<file path="config.mk">
export PLATFORM = sky130hd
export DESIGN_NAME = tilt_angle_kalman_filter
export DESIGN_NICKNAME = d
export VERILOG_FILES = /design/src/takf_pkg.sv /design/src/takf_muldiv.sv /design/src/tilt_angle_kalman_filter.sv
export SDC_FILE = /design/constraint.sdc
export NUM_CORES = 2
export LEC_CHECK = 0
export BUFFER_PORTS_ARGS = -buffer_cell sky130_fd_sc_hd__buf_4
export CORE_ASPECT_RATIO = 2
export CORE_UTILIZATION = 65
export CTS_CLUSTER_SIZE = 10
export DETAILED_ROUTE_END_ITERATION = 16
export PLACE_DENSITY = 0.85
export SKIP_CTS_REPAIR_TIMING = 1
export SYNTH_ARGS = -nofsm -noshare
export SYNTH_HDL_FRONTEND = slang
export SYNTH_HIERARCHICAL = 1
export SYNTH_SLANG_ARGS = --single-unit
</file>
<file path="constraint.sdc">
create_clock -name clk -period 8.4 [get_ports clk]
set_clock_uncertainty 0.2 [all_clocks]
set_input_delay 0.42 -clock clk [delete_from_list [all_inputs] [get_ports clk]]
set_output_delay 0.42 -clock clk [all_outputs]
set_load 0.005 [all_outputs]
</file>
<file path="src/takf_pkg.sv">
// Package with shared constants, types and a saturation helper for the tilt Kalman filter.
package takf_pkg;

  localparam int unsigned WordWidthDef = 32;
  localparam int unsigned FracCov      = 24;

  // Configuration register indexes.
  localparam logic [1:0] REG_Q_ANGLE   = 2'd0;
  localparam logic [1:0] REG_Q_GYRO    = 2'd1;
  localparam logic [1:0] REG_R_ANGLE   = 2'd2;
  localparam logic [1:0] REG_STEP_TIME = 2'd3;

  localparam logic [24:0] QAngleRst   = 25'd16777;
  localparam logic [24:0] QGyroRst    = 25'd50332;
  localparam logic [28:0] RAngleRst   = 29'd8388608;
  localparam logic [24:0] StepTimeRst = 25'd83886;
  localparam logic signed [31:0] OneCov = 32'sd16777216;

  // Request to the shared multiply/divide unit.
  typedef struct packed {
    logic        is_div;
    logic signed [31:0] a;
    logic signed [31:0] b;
  } op_req_t;

  // Saturate a 66-bit signed value to an eff-bit signed word, sign-extended to 32.
  function automatic logic signed [31:0] sat_w(input logic signed [65:0] v, input int eff);
    logic signed [65:0] hi;
    logic signed [65:0] lo;
    hi = (66'sd1 <<< (eff - 1)) - 66'sd1;
    lo = -hi - 66'sd1;
    if (v > hi) begin
      sat_w = hi[31:0];
    end else if (v < lo) begin
      sat_w = lo[31:0];
    end else begin
      sat_w = v[31:0];
    end
  endfunction

endpackage

</file>
<file path="src/takf_muldiv.sv">
// Shared bit-serial multiplier and restoring divider, one bit per cycle.
module takf_muldiv
  import takf_pkg::*;
#(
  parameter int unsigned WORD_WIDTH = WordWidthDef
) (
  input  logic               clk,
  input  logic               rst_n,
  input  logic               start,
  input  op_req_t            req,
  output logic               done,
  output logic signed [31:0] result
);

  localparam int Eff = (WORD_WIDTH > 32) ? 32 : WORD_WIDTH;

  logic               busy_r, busy_nxt;
  logic               div_r, div_nxt;
  logic [5:0]         cnt_r, cnt_nxt;
  logic               neg_r, neg_nxt;
  logic [63:0]        acc_r, acc_nxt;     // product, or quotient bits shifted in
  logic [31:0]        mcand_r, mcand_nxt; // magnitude of multiplicand / divisor
  logic [55:0]        num_r, num_nxt;     // multiplier bits, or dividend bits
  logic [32:0]        rem_r, rem_nxt;
  logic               done_r, done_nxt;
  logic signed [31:0] res_r, res_nxt;

  logic [31:0] mag_a, mag_b;
  logic [33:0] rem_try;
  logic signed [65:0] sres;
  logic [65:0] prod_ext;

  assign mag_a = req.a[31] ? 32'(-req.a) : req.a;
  assign mag_b = req.b[31] ? 32'(-req.b) : req.b;
  assign rem_try = {rem_r, num_r[55]} - {2'b00, mcand_r};

  // Signed result with floor shift for products and truncation for quotients.
  always_comb begin
    prod_ext = {2'b00, acc_r};
    if (div_r) begin
      sres = neg_r ? -$signed(prod_ext) : $signed(prod_ext);
    end else if (neg_r) begin
      sres = (-$signed(prod_ext)) >>> FracCov;
    end else begin
      sres = $signed(prod_ext) >>> FracCov;
    end
  end

  // One shift-add or shift-subtract step per cycle.
  always_comb begin
    busy_nxt  = busy_r;
    div_nxt   = div_r;
    cnt_nxt   = cnt_r;
    neg_nxt   = neg_r;
    acc_nxt   = acc_r;
    mcand_nxt = mcand_r;
    num_nxt   = num_r;
    rem_nxt   = rem_r;
    done_nxt  = 1'b0;
    res_nxt   = res_r;
    if (start) begin
      busy_nxt  = 1'b1;
      div_nxt   = req.is_div;
      neg_nxt   = req.a[31] ^ req.b[31];
      acc_nxt   = '0;
      mcand_nxt = mag_b;
      rem_nxt   = '0;
      if (req.is_div) begin
        num_nxt = {mag_a, 24'd0};
        cnt_nxt = 6'd56 - 6'd1;
      end else begin
        num_nxt = {24'd0, mag_a};
        cnt_nxt = 6'd31;
      end
    end else if (busy_r) begin
      if (div_r) begin
        if (!rem_try[33]) begin
          rem_nxt = rem_try[32:0];
          acc_nxt = {acc_r[62:0], 1'b1};
        end else begin
          rem_nxt = {rem_r[31:0], num_r[55]};
          acc_nxt = {acc_r[62:0], 1'b0};
        end
        num_nxt = {num_r[54:0], 1'b0};
      end else begin
        acc_nxt = {1'b0, acc_r[63:1]};
        if (num_r[0]) begin
          acc_nxt = {1'b0, acc_r[63:1]} + {1'b0, mcand_r, 31'd0};
        end
        num_nxt = {1'b0, num_r[55:1]};
      end
      if (cnt_r == 6'd0) begin
        busy_nxt = 1'b0;
        done_nxt = 1'b1;
      end else begin
        cnt_nxt = cnt_r - 6'd1;
      end
    end
    if (done_r) begin
      res_nxt = sat_w(sres, Eff);
    end
  end

  always_ff @(posedge clk) begin
    if (!rst_n) begin
      busy_r <= 1'b0;
      done_r <= 1'b0;
    end else begin
      busy_r <= busy_nxt;
      done_r <= done_nxt;
    end
    div_r   <= div_nxt;
    cnt_r   <= cnt_nxt;
    neg_r   <= neg_nxt;
    acc_r   <= acc_nxt;
    mcand_r <= mcand_nxt;
    num_r   <= num_nxt;
    rem_r   <= rem_nxt;
    res_r   <= res_nxt;
  end

  // Done is delayed through done_d_r so that it rises together with the registered result.
  logic done_d_r;
  always_ff @(posedge clk) begin
    if (!rst_n) begin
      done_d_r <= 1'b0;
    end else begin
      done_d_r <= done_r;
    end
  end
  assign done   = done_d_r;
  assign result = res_r;

endmodule

</file>
<file path="src/tilt_angle_kalman_filter.sv">
// Top level of the tilt Kalman filter: sequencer, state registers and handshakes.
//
//  channel | direction | handshake          | payload
//  in_     | input     | in_valid/in_ready  | accel_angle, gyro_rate
//  out_    | output    | out_valid/out_ready| angle_estimate, bias_estimate
//  cfg_    | input     | cfg_valid/cfg_ready| cfg_index, cfg_data
//
// One item takes twelve passes through the shared bit-serial unit: ten multiplies
// and two divides, each issued in ST_ISSUE and awaited in ST_WAIT. out_valid
// rises in ST_OUT after the last pass, and the next item follows its transfer.
// A non-positive innovation skips both divides.
// Reset is synchronous and restores the registers and the filter state. The result
// waits in an output register; the next item is taken once it has been transferred.
module tilt_angle_kalman_filter
  import takf_pkg::*;
#(
  parameter int unsigned WORD_WIDTH = WordWidthDef
) (
  input  logic               clk,
  input  logic               rst_n,
  input  logic               in_valid,
  output logic               in_ready,
  input  logic signed [31:0] in_accel_angle,
  input  logic signed [31:0] in_gyro_rate,
  output logic               out_valid,
  input  logic               out_ready,
  output logic signed [31:0] out_angle_estimate,
  output logic signed [31:0] out_bias_estimate,
  input  logic               cfg_valid,
  output logic               cfg_ready,
  input  logic [1:0]         cfg_index,
  input  logic [31:0]        cfg_data
);

  localparam int Eff = (WORD_WIDTH > 32) ? 32 : WORD_WIDTH;

  typedef enum logic [3:0] {
    ST_IDLE = 4'b0001,
    ST_ISSUE = 4'b0010,
    ST_WAIT = 4'b0100,
    ST_OUT = 4'b1000
  } state_t;

  state_t state_r, state_nxt;
  logic [3:0] step_r, step_nxt;

  logic [24:0] q_angle_r, q_gyro_r, step_time_r;
  logic [28:0] r_angle_r;
  logic signed [31:0] angle_r, bias_r, caa_r, cab_r, cba_r, cbb_r;
  logic signed [31:0] angle_nxt, bias_nxt, caa_nxt, cab_nxt, cba_nxt, cbb_nxt;
  logic signed [31:0] meas_r, rate_r, k0_r, k1_r, t0_r, t1_r, err_r, e_r;
  logic signed [31:0] meas_nxt, rate_nxt, k0_nxt, k1_nxt, t0_nxt, t1_nxt, err_nxt, e_nxt;

  op_req_t req;
  logic mu_start, mu_done;
  logic signed [31:0] mu_res;
  logic signed [31:0] dt_s;

  takf_muldiv #(.WORD_WIDTH(WORD_WIDTH)) u_muldiv (
    .clk(clk), .rst_n(rst_n), .start(mu_start), .req(req),
    .done(mu_done), .result(mu_res)
  );

  assign dt_s      = $signed({7'd0, step_time_r});
  assign in_ready  = (state_r == ST_IDLE);
  assign cfg_ready = 1'b1;
  assign out_valid = (state_r == ST_OUT);
  assign out_angle_estimate = angle_r;
  assign out_bias_estimate  = bias_r;

  // Operand selection for each step of the update.
  always_comb begin
    req = '{is_div: 1'b0, a: 32'sd0, b: dt_s};
    case (step_r)
      4'd0:  req.a = sat_w(66'(rate_r) - 66'(bias_r), Eff);
      4'd1:  req.a = sat_w(66'($signed({7'd0, q_angle_r})) - 66'(cab_r) - 66'(cba_r), Eff);
      4'd2:  req.a = sat_w(-66'(cbb_r), Eff);
      4'd3:  req.a = $signed({7'd0, q_gyro_r});
      4'd4:  req = '{is_div: 1'b1, a: caa_r, b: e_r};
      4'd5:  req = '{is_div: 1'b1, a: cba_r, b: e_r};
      4'd6:  req = '{is_div: 1'b0, a: k0_r, b: t0_r};
      4'd7:  req = '{is_div: 1'b0, a: k0_r, b: t1_r};
      4'd8:  req = '{is_div: 1'b0, a: k1_r, b: t0_r};
      4'd9:  req = '{is_div: 1'b0, a: k1_r, b: t1_r};
      4'd10: req = '{is_div: 1'b0, a: k0_r, b: err_r};
      4'd11: req = '{is_div: 1'b0, a: k1_r, b: err_r};
      default: req = '{is_div: 1'b0, a: 32'sd0, b: dt_s};
    endcase
  end

  // Sequencer: issue one operation, wait, fold the result into the state.
  always_comb begin
    state_nxt = state_r;
    step_nxt  = step_r;
    mu_start  = 1'b0;
    angle_nxt = angle_r; bias_nxt = bias_r;
    caa_nxt = caa_r; cab_nxt = cab_r; cba_nxt = cba_r; cbb_nxt = cbb_r;
    meas_nxt = meas_r; rate_nxt = rate_r; k0_nxt = k0_r; k1_nxt = k1_r;
    t0_nxt = t0_r; t1_nxt = t1_r; err_nxt = err_r; e_nxt = e_r;
    case (state_r)
      ST_IDLE: begin
        if (in_valid) begin
          meas_nxt  = sat_w(66'(in_accel_angle), Eff);
          rate_nxt  = sat_w(66'(in_gyro_rate), Eff);
          step_nxt  = 4'd0;
          state_nxt = ST_ISSUE;
        end
      end
      ST_ISSUE: begin
        // Gains are zero when the innovation is not positive.
        if ((step_r == 4'd4 || step_r == 4'd5) && e_r <= 32'sd0) begin
          k0_nxt = 32'sd0;
          k1_nxt = 32'sd0;
          step_nxt = 4'd6;
        end else begin
          mu_start  = 1'b1;
          state_nxt = ST_WAIT;
        end
      end
      ST_WAIT: begin
        if (mu_done) begin
          case (step_r)
            4'd0: angle_nxt = sat_w(66'(angle_r) + 66'(mu_res), Eff);
            4'd1: caa_nxt = sat_w(66'(caa_r) + 66'(mu_res), Eff);
            4'd2: begin
              cab_nxt = sat_w(66'(cab_r) + 66'(mu_res), Eff);
              cba_nxt = sat_w(66'(cba_r) + 66'(mu_res), Eff);
            end
            4'd3: begin
              cbb_nxt = sat_w(66'(cbb_r) + 66'(mu_res), Eff);
              err_nxt = sat_w(66'(meas_r) - 66'(angle_r), Eff);
              e_nxt   = sat_w(66'($signed({3'd0, r_angle_r})) + 66'(caa_r), Eff);
              t0_nxt  = caa_r;
              t1_nxt  = cab_r;
            end
            4'd4: k0_nxt = mu_res;
            4'd5: k1_nxt = mu_res;
            4'd6: caa_nxt = sat_w(66'(caa_r) - 66'(mu_res), Eff);
            4'd7: cab_nxt = sat_w(66'(cab_r) - 66'(mu_res), Eff);
            4'd8: cba_nxt = sat_w(66'(cba_r) - 66'(mu_res), Eff);
            4'd9: cbb_nxt = sat_w(66'(cbb_r) - 66'(mu_res), Eff);
            4'd10: angle_nxt = sat_w(66'(angle_r) + 66'(mu_res), Eff);
            4'd11: bias_nxt = sat_w(66'(bias_r) + 66'(mu_res), Eff);
            default: ;
          endcase
          if (step_r == 4'd11) begin
            state_nxt = ST_OUT;
          end else begin
            step_nxt  = step_r + 4'd1;
            state_nxt = ST_ISSUE;
          end
        end
      end
      ST_OUT: begin
        if (out_ready) begin
          state_nxt = ST_IDLE;
        end
      end
      default: state_nxt = ST_IDLE;
    endcase
  end

  // Control, configuration and filter state.
  always_ff @(posedge clk) begin
    if (!rst_n) begin
      state_r     <= ST_IDLE;
      step_r      <= 4'd0;
      q_angle_r   <= QAngleRst;
      q_gyro_r    <= QGyroRst;
      r_angle_r   <= RAngleRst;
      step_time_r <= StepTimeRst;
      angle_r <= '0; bias_r <= '0;
      caa_r <= OneCov; cab_r <= '0; cba_r <= '0; cbb_r <= OneCov;
    end else begin
      state_r <= state_nxt;
      step_r  <= step_nxt;
      angle_r <= angle_nxt; bias_r <= bias_nxt;
      caa_r <= caa_nxt; cab_r <= cab_nxt; cba_r <= cba_nxt; cbb_r <= cbb_nxt;
      if (cfg_valid) begin
        case (cfg_index)
          REG_Q_ANGLE:   q_angle_r   <= cfg_data[24:0];
          REG_Q_GYRO:    q_gyro_r    <= cfg_data[24:0];
          REG_R_ANGLE:   r_angle_r   <= cfg_data[28:0];
          REG_STEP_TIME: step_time_r <= cfg_data[24:0];
          default: ;
        endcase
      end
    end
    meas_r <= meas_nxt; rate_r <= rate_nxt; k0_r <= k0_nxt; k1_r <= k1_nxt;
    t0_r <= t0_nxt; t1_r <= t1_nxt; err_r <= err_nxt; e_r <= e_nxt;
  end

endmodule
</file>
==> metrics.yaml, run 1 <==
sum_of_net_half_perimeters_after_detailed_placement_mm: 226
synth_top_area_share_pct: 17.5
synth_area_leaders: "edfxtp_1 (17%), dfxtp_1 (12%), ha_1 (10%)"
clockBufferDepth: 3
floorplan.io_pins: 170
sum_of_overflow_across_all_layers_after_global_routing: 76
post-place-ws_ns: 0.186
start_util_pct: 65.4
netlist_top_cells_count: "nand2_1 (666), a21oi_1 (644), nor2_1 (567)"
postSynth.asyncResetShare_pct: 0
clock_sink_count: 788
placer_congestion_estimate: 1.20
postSynth.topFlopCell: "dfxtp_1"
port_buffers: 165
chipHeight_um: 453
clockRootBuffer: "clkbuf_16"
first_pass_grt_wire_length_mm: 489
synth-seq-area-share_pct: 29.7
clock_tree.htree_level_count: 3
globalRouteTotalUtil_pct: 65.5
syn_nets: 8527
ys_warn_count: 6
status: "stopped before the end"
postSynthRegisterBits: 788
maximum_number_of_pins_on_one_net_before_global_route_repair: 184
cell_row_count: 165
syn-instance-count: 7849
netlist-cell-type-count: 127
post_synth_instance_area_um2: 66000
synth_top_cell_by_area: "edfxtp_1"
synthMostInstantiatedCell: "nand2_1"
cts_bufs_inserted: 91
synth.avg_cell_area_um2: 8.41
die-width_um: 227
first_global_vias: 70000
synth_edf_count: 384
haltStage: "global routing (5_1_grt)"
toolErrorMsg: "[ERROR GRT-0116] Global routing finished with congestion. Check the congestion regions in the DRC Viewer."
## cell families after synthesis
| group | count (synthesis) | synth area share, % |
|---|---|---|
| muxes | 164 | 2.51 |
| xor gates and xnor gates | 576 | 7.65 |
| other | 1 | 0.00568 |
| and+or+nand+nor | 2075 | 14.9 |
| buffers and inverters | 953 | 5.80 |
| AOI/OAI and AO/OA | 2640 | 26.9 |
| adders and majority gates | 652 | 12.5 |
| DFF | 788 | 29.7 |
## through the flow
stage	std cells	hold slack [ns]	cell area [um2]
3_5_place_dp	9000	0.248	68200
4_1_cts	9169	-0.359	71000
2_1_floorplan	7849	0.236	66000
3_3_place_gp	9000	0.241	68200
## layer usage
metal | GRT overflow | GRT usage, %
met1 | 0 | 62.1
met2 | 35 | 90.0
met3 | 1 | 39.6
met4 | 40 | 74.1
met5 | 0 | 9.24
==> run 2: changes to the inputs <==
--- a/config.mk
+++ b/config.mk
@@ -6,11 +6,9 @@
 export NUM_CORES = 2
 export LEC_CHECK = 0
 export BUFFER_PORTS_ARGS = -buffer_cell sky130_fd_sc_hd__buf_4
-export CORE_ASPECT_RATIO = 2
-export CORE_UTILIZATION = 65
-export CTS_CLUSTER_SIZE = 10
+export CORE_UTILIZATION = 40
 export DETAILED_ROUTE_END_ITERATION = 16
-export PLACE_DENSITY = 0.85
+export PLACE_DENSITY_LB_ADDON = 0.15
 export SKIP_CTS_REPAIR_TIMING = 1
 export SYNTH_ARGS = -nofsm -noshare
 export SYNTH_HDL_FRONTEND = slang
==> run 2 against run 1 <==
Net effect: the flow now finishes without violations; area after synthesis unchanged; synthesized cell count unchanged.
==> metrics.yaml, run 2 <==
area_growth_pct: 11.7
finalSetupViolations: 0
power_consumption_mw: 14.4
cell_row_count: 148  # was 165
die-width_um: 408  # was 227 um
total_leakage_power_nw: 29.2
synth_area_leaders: "edfxtp_1 (17%), dfxtp_1 (12%), ha_1 (10%)"  # unchanged
worst_path_dominant_cell_family: "simple AND/OR/NAND/NOR gates"
layout_min_cycle_time_ns: 8.11
synth_edf_count: 384  # unchanged
sum_of_overflow_across_all_layers_after_global_routing: 0
final_antenna_net_count: 0
worst-setup-path-type: "reg2reg"
layout-drive-gt1-share_pct: 8.99
clock_tree.htree_level_count: 3  # unchanged
syn-instance-count: 7849  # unchanged
top_register: "u_muldiv/acc_r"
fin_cells: 10100
power_density_nw_per_um2: 195
totalWireLength_mm: 291
netlist-cell-type-count: 127  # unchanged
synthMostInstantiatedCell: "nand2_1"  # unchanged
critPathMostFrequentCell: "buf_4"
cts_bufs_inserted: 102  # was 91
wire_per_inst_um: 28.7
final_min_period_over_clock_period_pct: 96.6
setup_total_negative_slack_ns: 0
number_of_vias_per_cell_after_detailed_routing: 6.19
max_cap_violations: 0
synth.avg_cell_area_um2: 8.41  # unchanged
dr.pass1.iters: 6
largest_register_ff_count: 64
min-delay-path-class: "in2reg"
clockRootBuffer: "clkbuf_16"  # unchanged
post_synth_instance_area_um2: 66000  # unchanged
detailed_route_iter0_violations: 7410
placed_insts: 9844  # was 9000
timing.slew.headroom_pct: 18.1
worst_setup_path_end_kind: "flop"
synth_top_cell_by_area: "edfxtp_1"  # unchanged
first_global_vias: 57800
first_pass_grt_wire_length_mm: 414
worst-endpoint-required_ns: 8.70
status: "completed"  # was stopped before the end
number_of_antenna_violations_at_the_first_check_in_global_routing: 32
postSynth.topFlopCell: "dfxtp_1"  # unchanged
globalRouteTotalUtil_pct: 33.6
clock_latency_ns: 0.77
floorplan.io_pins: 170  # unchanged
finalHoldWorstSlack_ns: 0.145
synth_top_area_share_pct: 17.5  # unchanged
syn_nets: 8527  # unchanged
worst_ir_drop_vdd_uv: 335
start_util_pct: 40.4  # was 65.4%
netlist_top_cells_count: "nand2_1 (666), a21oi_1 (644), nor2_1 (567)"  # unchanged
cp-start-kind: "flop"
chipHeight_um: 408  # was 453 um
worst_setup_hold_path_clk_slew_ns: 0.06
clock_sink_count: 788  # unchanged
finalWorstSetupSlack_ns: 0.288
ys_warn_count: 6  # unchanged
finalHoldViolCount: 0
timing.critical_path.fanout_max: 11
postSynth.asyncResetShare_pct: 0  # unchanged
critPathSlowestCell: "a2111oi_1"
placer_congestion_estimate: 1.04  # was 1.20
crit_arrival_ns: 8.41
worst_pin_slew_ns: 1.22
nets: 8548
layout_commonest_cell: "nand2_1"
postSynthRegisterBits: 788  # unchanged
drc: 0
sum_of_net_half_perimeters_after_detailed_placement_mm: 218  # was 226 mm
biggestRegsByFlops: "u_muldiv/acc_r: 64 flops, u_muldiv/num_r: 56 flops, u_muldiv/rem_r: 33 flops"
crit_path_max_incr_delay_ns: 0.60
clockBufferDepth: 3  # unchanged
routed-via-count: 62800
finalMaxSlewViolations: 0
fmax_mhz: 123
port_buffers: 165  # unchanged
tritoncts_clock_tree: "done"
area_of_the_die_um2: 167000
post-place-ws_ns: 0.226  # was 0.186 ns
maximum_number_of_pins_on_one_net_before_global_route_repair: 142
synth-seq-area-share_pct: 29.7  # unchanged
core_area_um2: 163000
layout_common_cells: "nand2_1 (666), a21oi_1 (638), nor2_1 (554), ha_1 (534), o21ai_0 (507)"
worstPathBufferInverterCount: 5
run 2: cell counts after synthesis:
Identical to the previous run, type by type.
run 2: cell type report:
class	count	area, um2
clock buffer	135	2800
fill	16200	89600
clock inverter	59	613
tap	2175	2720
multi-input combinational	6108	42800
sequential	788	19600
antenna	12	30.0
timing repair buffer	442	3570
inverter	428	1610
run 2: final timing paths:
| path | start | endpoint | slack (ns) | cells after the start |
|---|---|---|---|---|
| setup / recovery | cba_r[0] | u_muldiv/num_r[29] | 0.29 | 31 |
| hold / removal | cfg_index[0] | r_angle_r[2] | 0.14 | 5 |
| setup reg to reg | cba_r[0] | u_muldiv/num_r[29] | 0.29 | 31 |
| hold reg to reg | q_gyro_r[16] | q_gyro_r[16] | 0.26 | 2 |
run 2: metrics by stage:
stage | cell area, um2 | utilization [%]
2_1_floorplan | 66000 | -
3_3_place_gp | 69300 | 42.4
3_5_place_dp | 69300 | 42.4
4_1_cts | 72700 | 44.5
5_1_grt | 73700 | 45.1
6_report | 73700 | 45.2
run 2: cells by family after synthesis:
kind of cell / Yosys count / share of synthesized area, %
AND/OR/NAND/NOR: 2075 / 14.9
AO/OA/AOI/OAI: 2640 / 26.9
adder cells (fa/ha/maj): 652 / 12.5
flip-flops: 788 / 29.7
XOR/XNOR: 576 / 7.65
other: 1 / 0.00568
multiplexers: 164 / 2.51
buffers and inverters: 953 / 5.80
run 2: power by group:
group | total (mW) | switching, mW | internal [mW]
Combinational | 4.75 | 2.90 | 1.85
Sequential | 5.02 | 0.490 | 4.53
Clock | 4.59 | 1.98 | 2.61
run 2: per-layer routing:
metal  GRT usage (%)  up-vias  part of all wire (%)
met2            49.2     2828                    42
met4            20.8       10                   6.9
met3            7.14      618                   9.5
met5               0        -                 0.032
met1            44.9    30500                    42
li1                -    28800                     -
run 2: tightest hold or removal path, cell delays in order:
cell and delay (ns):
buf_4 0.19, nor2_2 0.06, buf_4 0.23, nand2_1 0.11, a21oi_1 0.05
(Power assumes the default switching activity.)
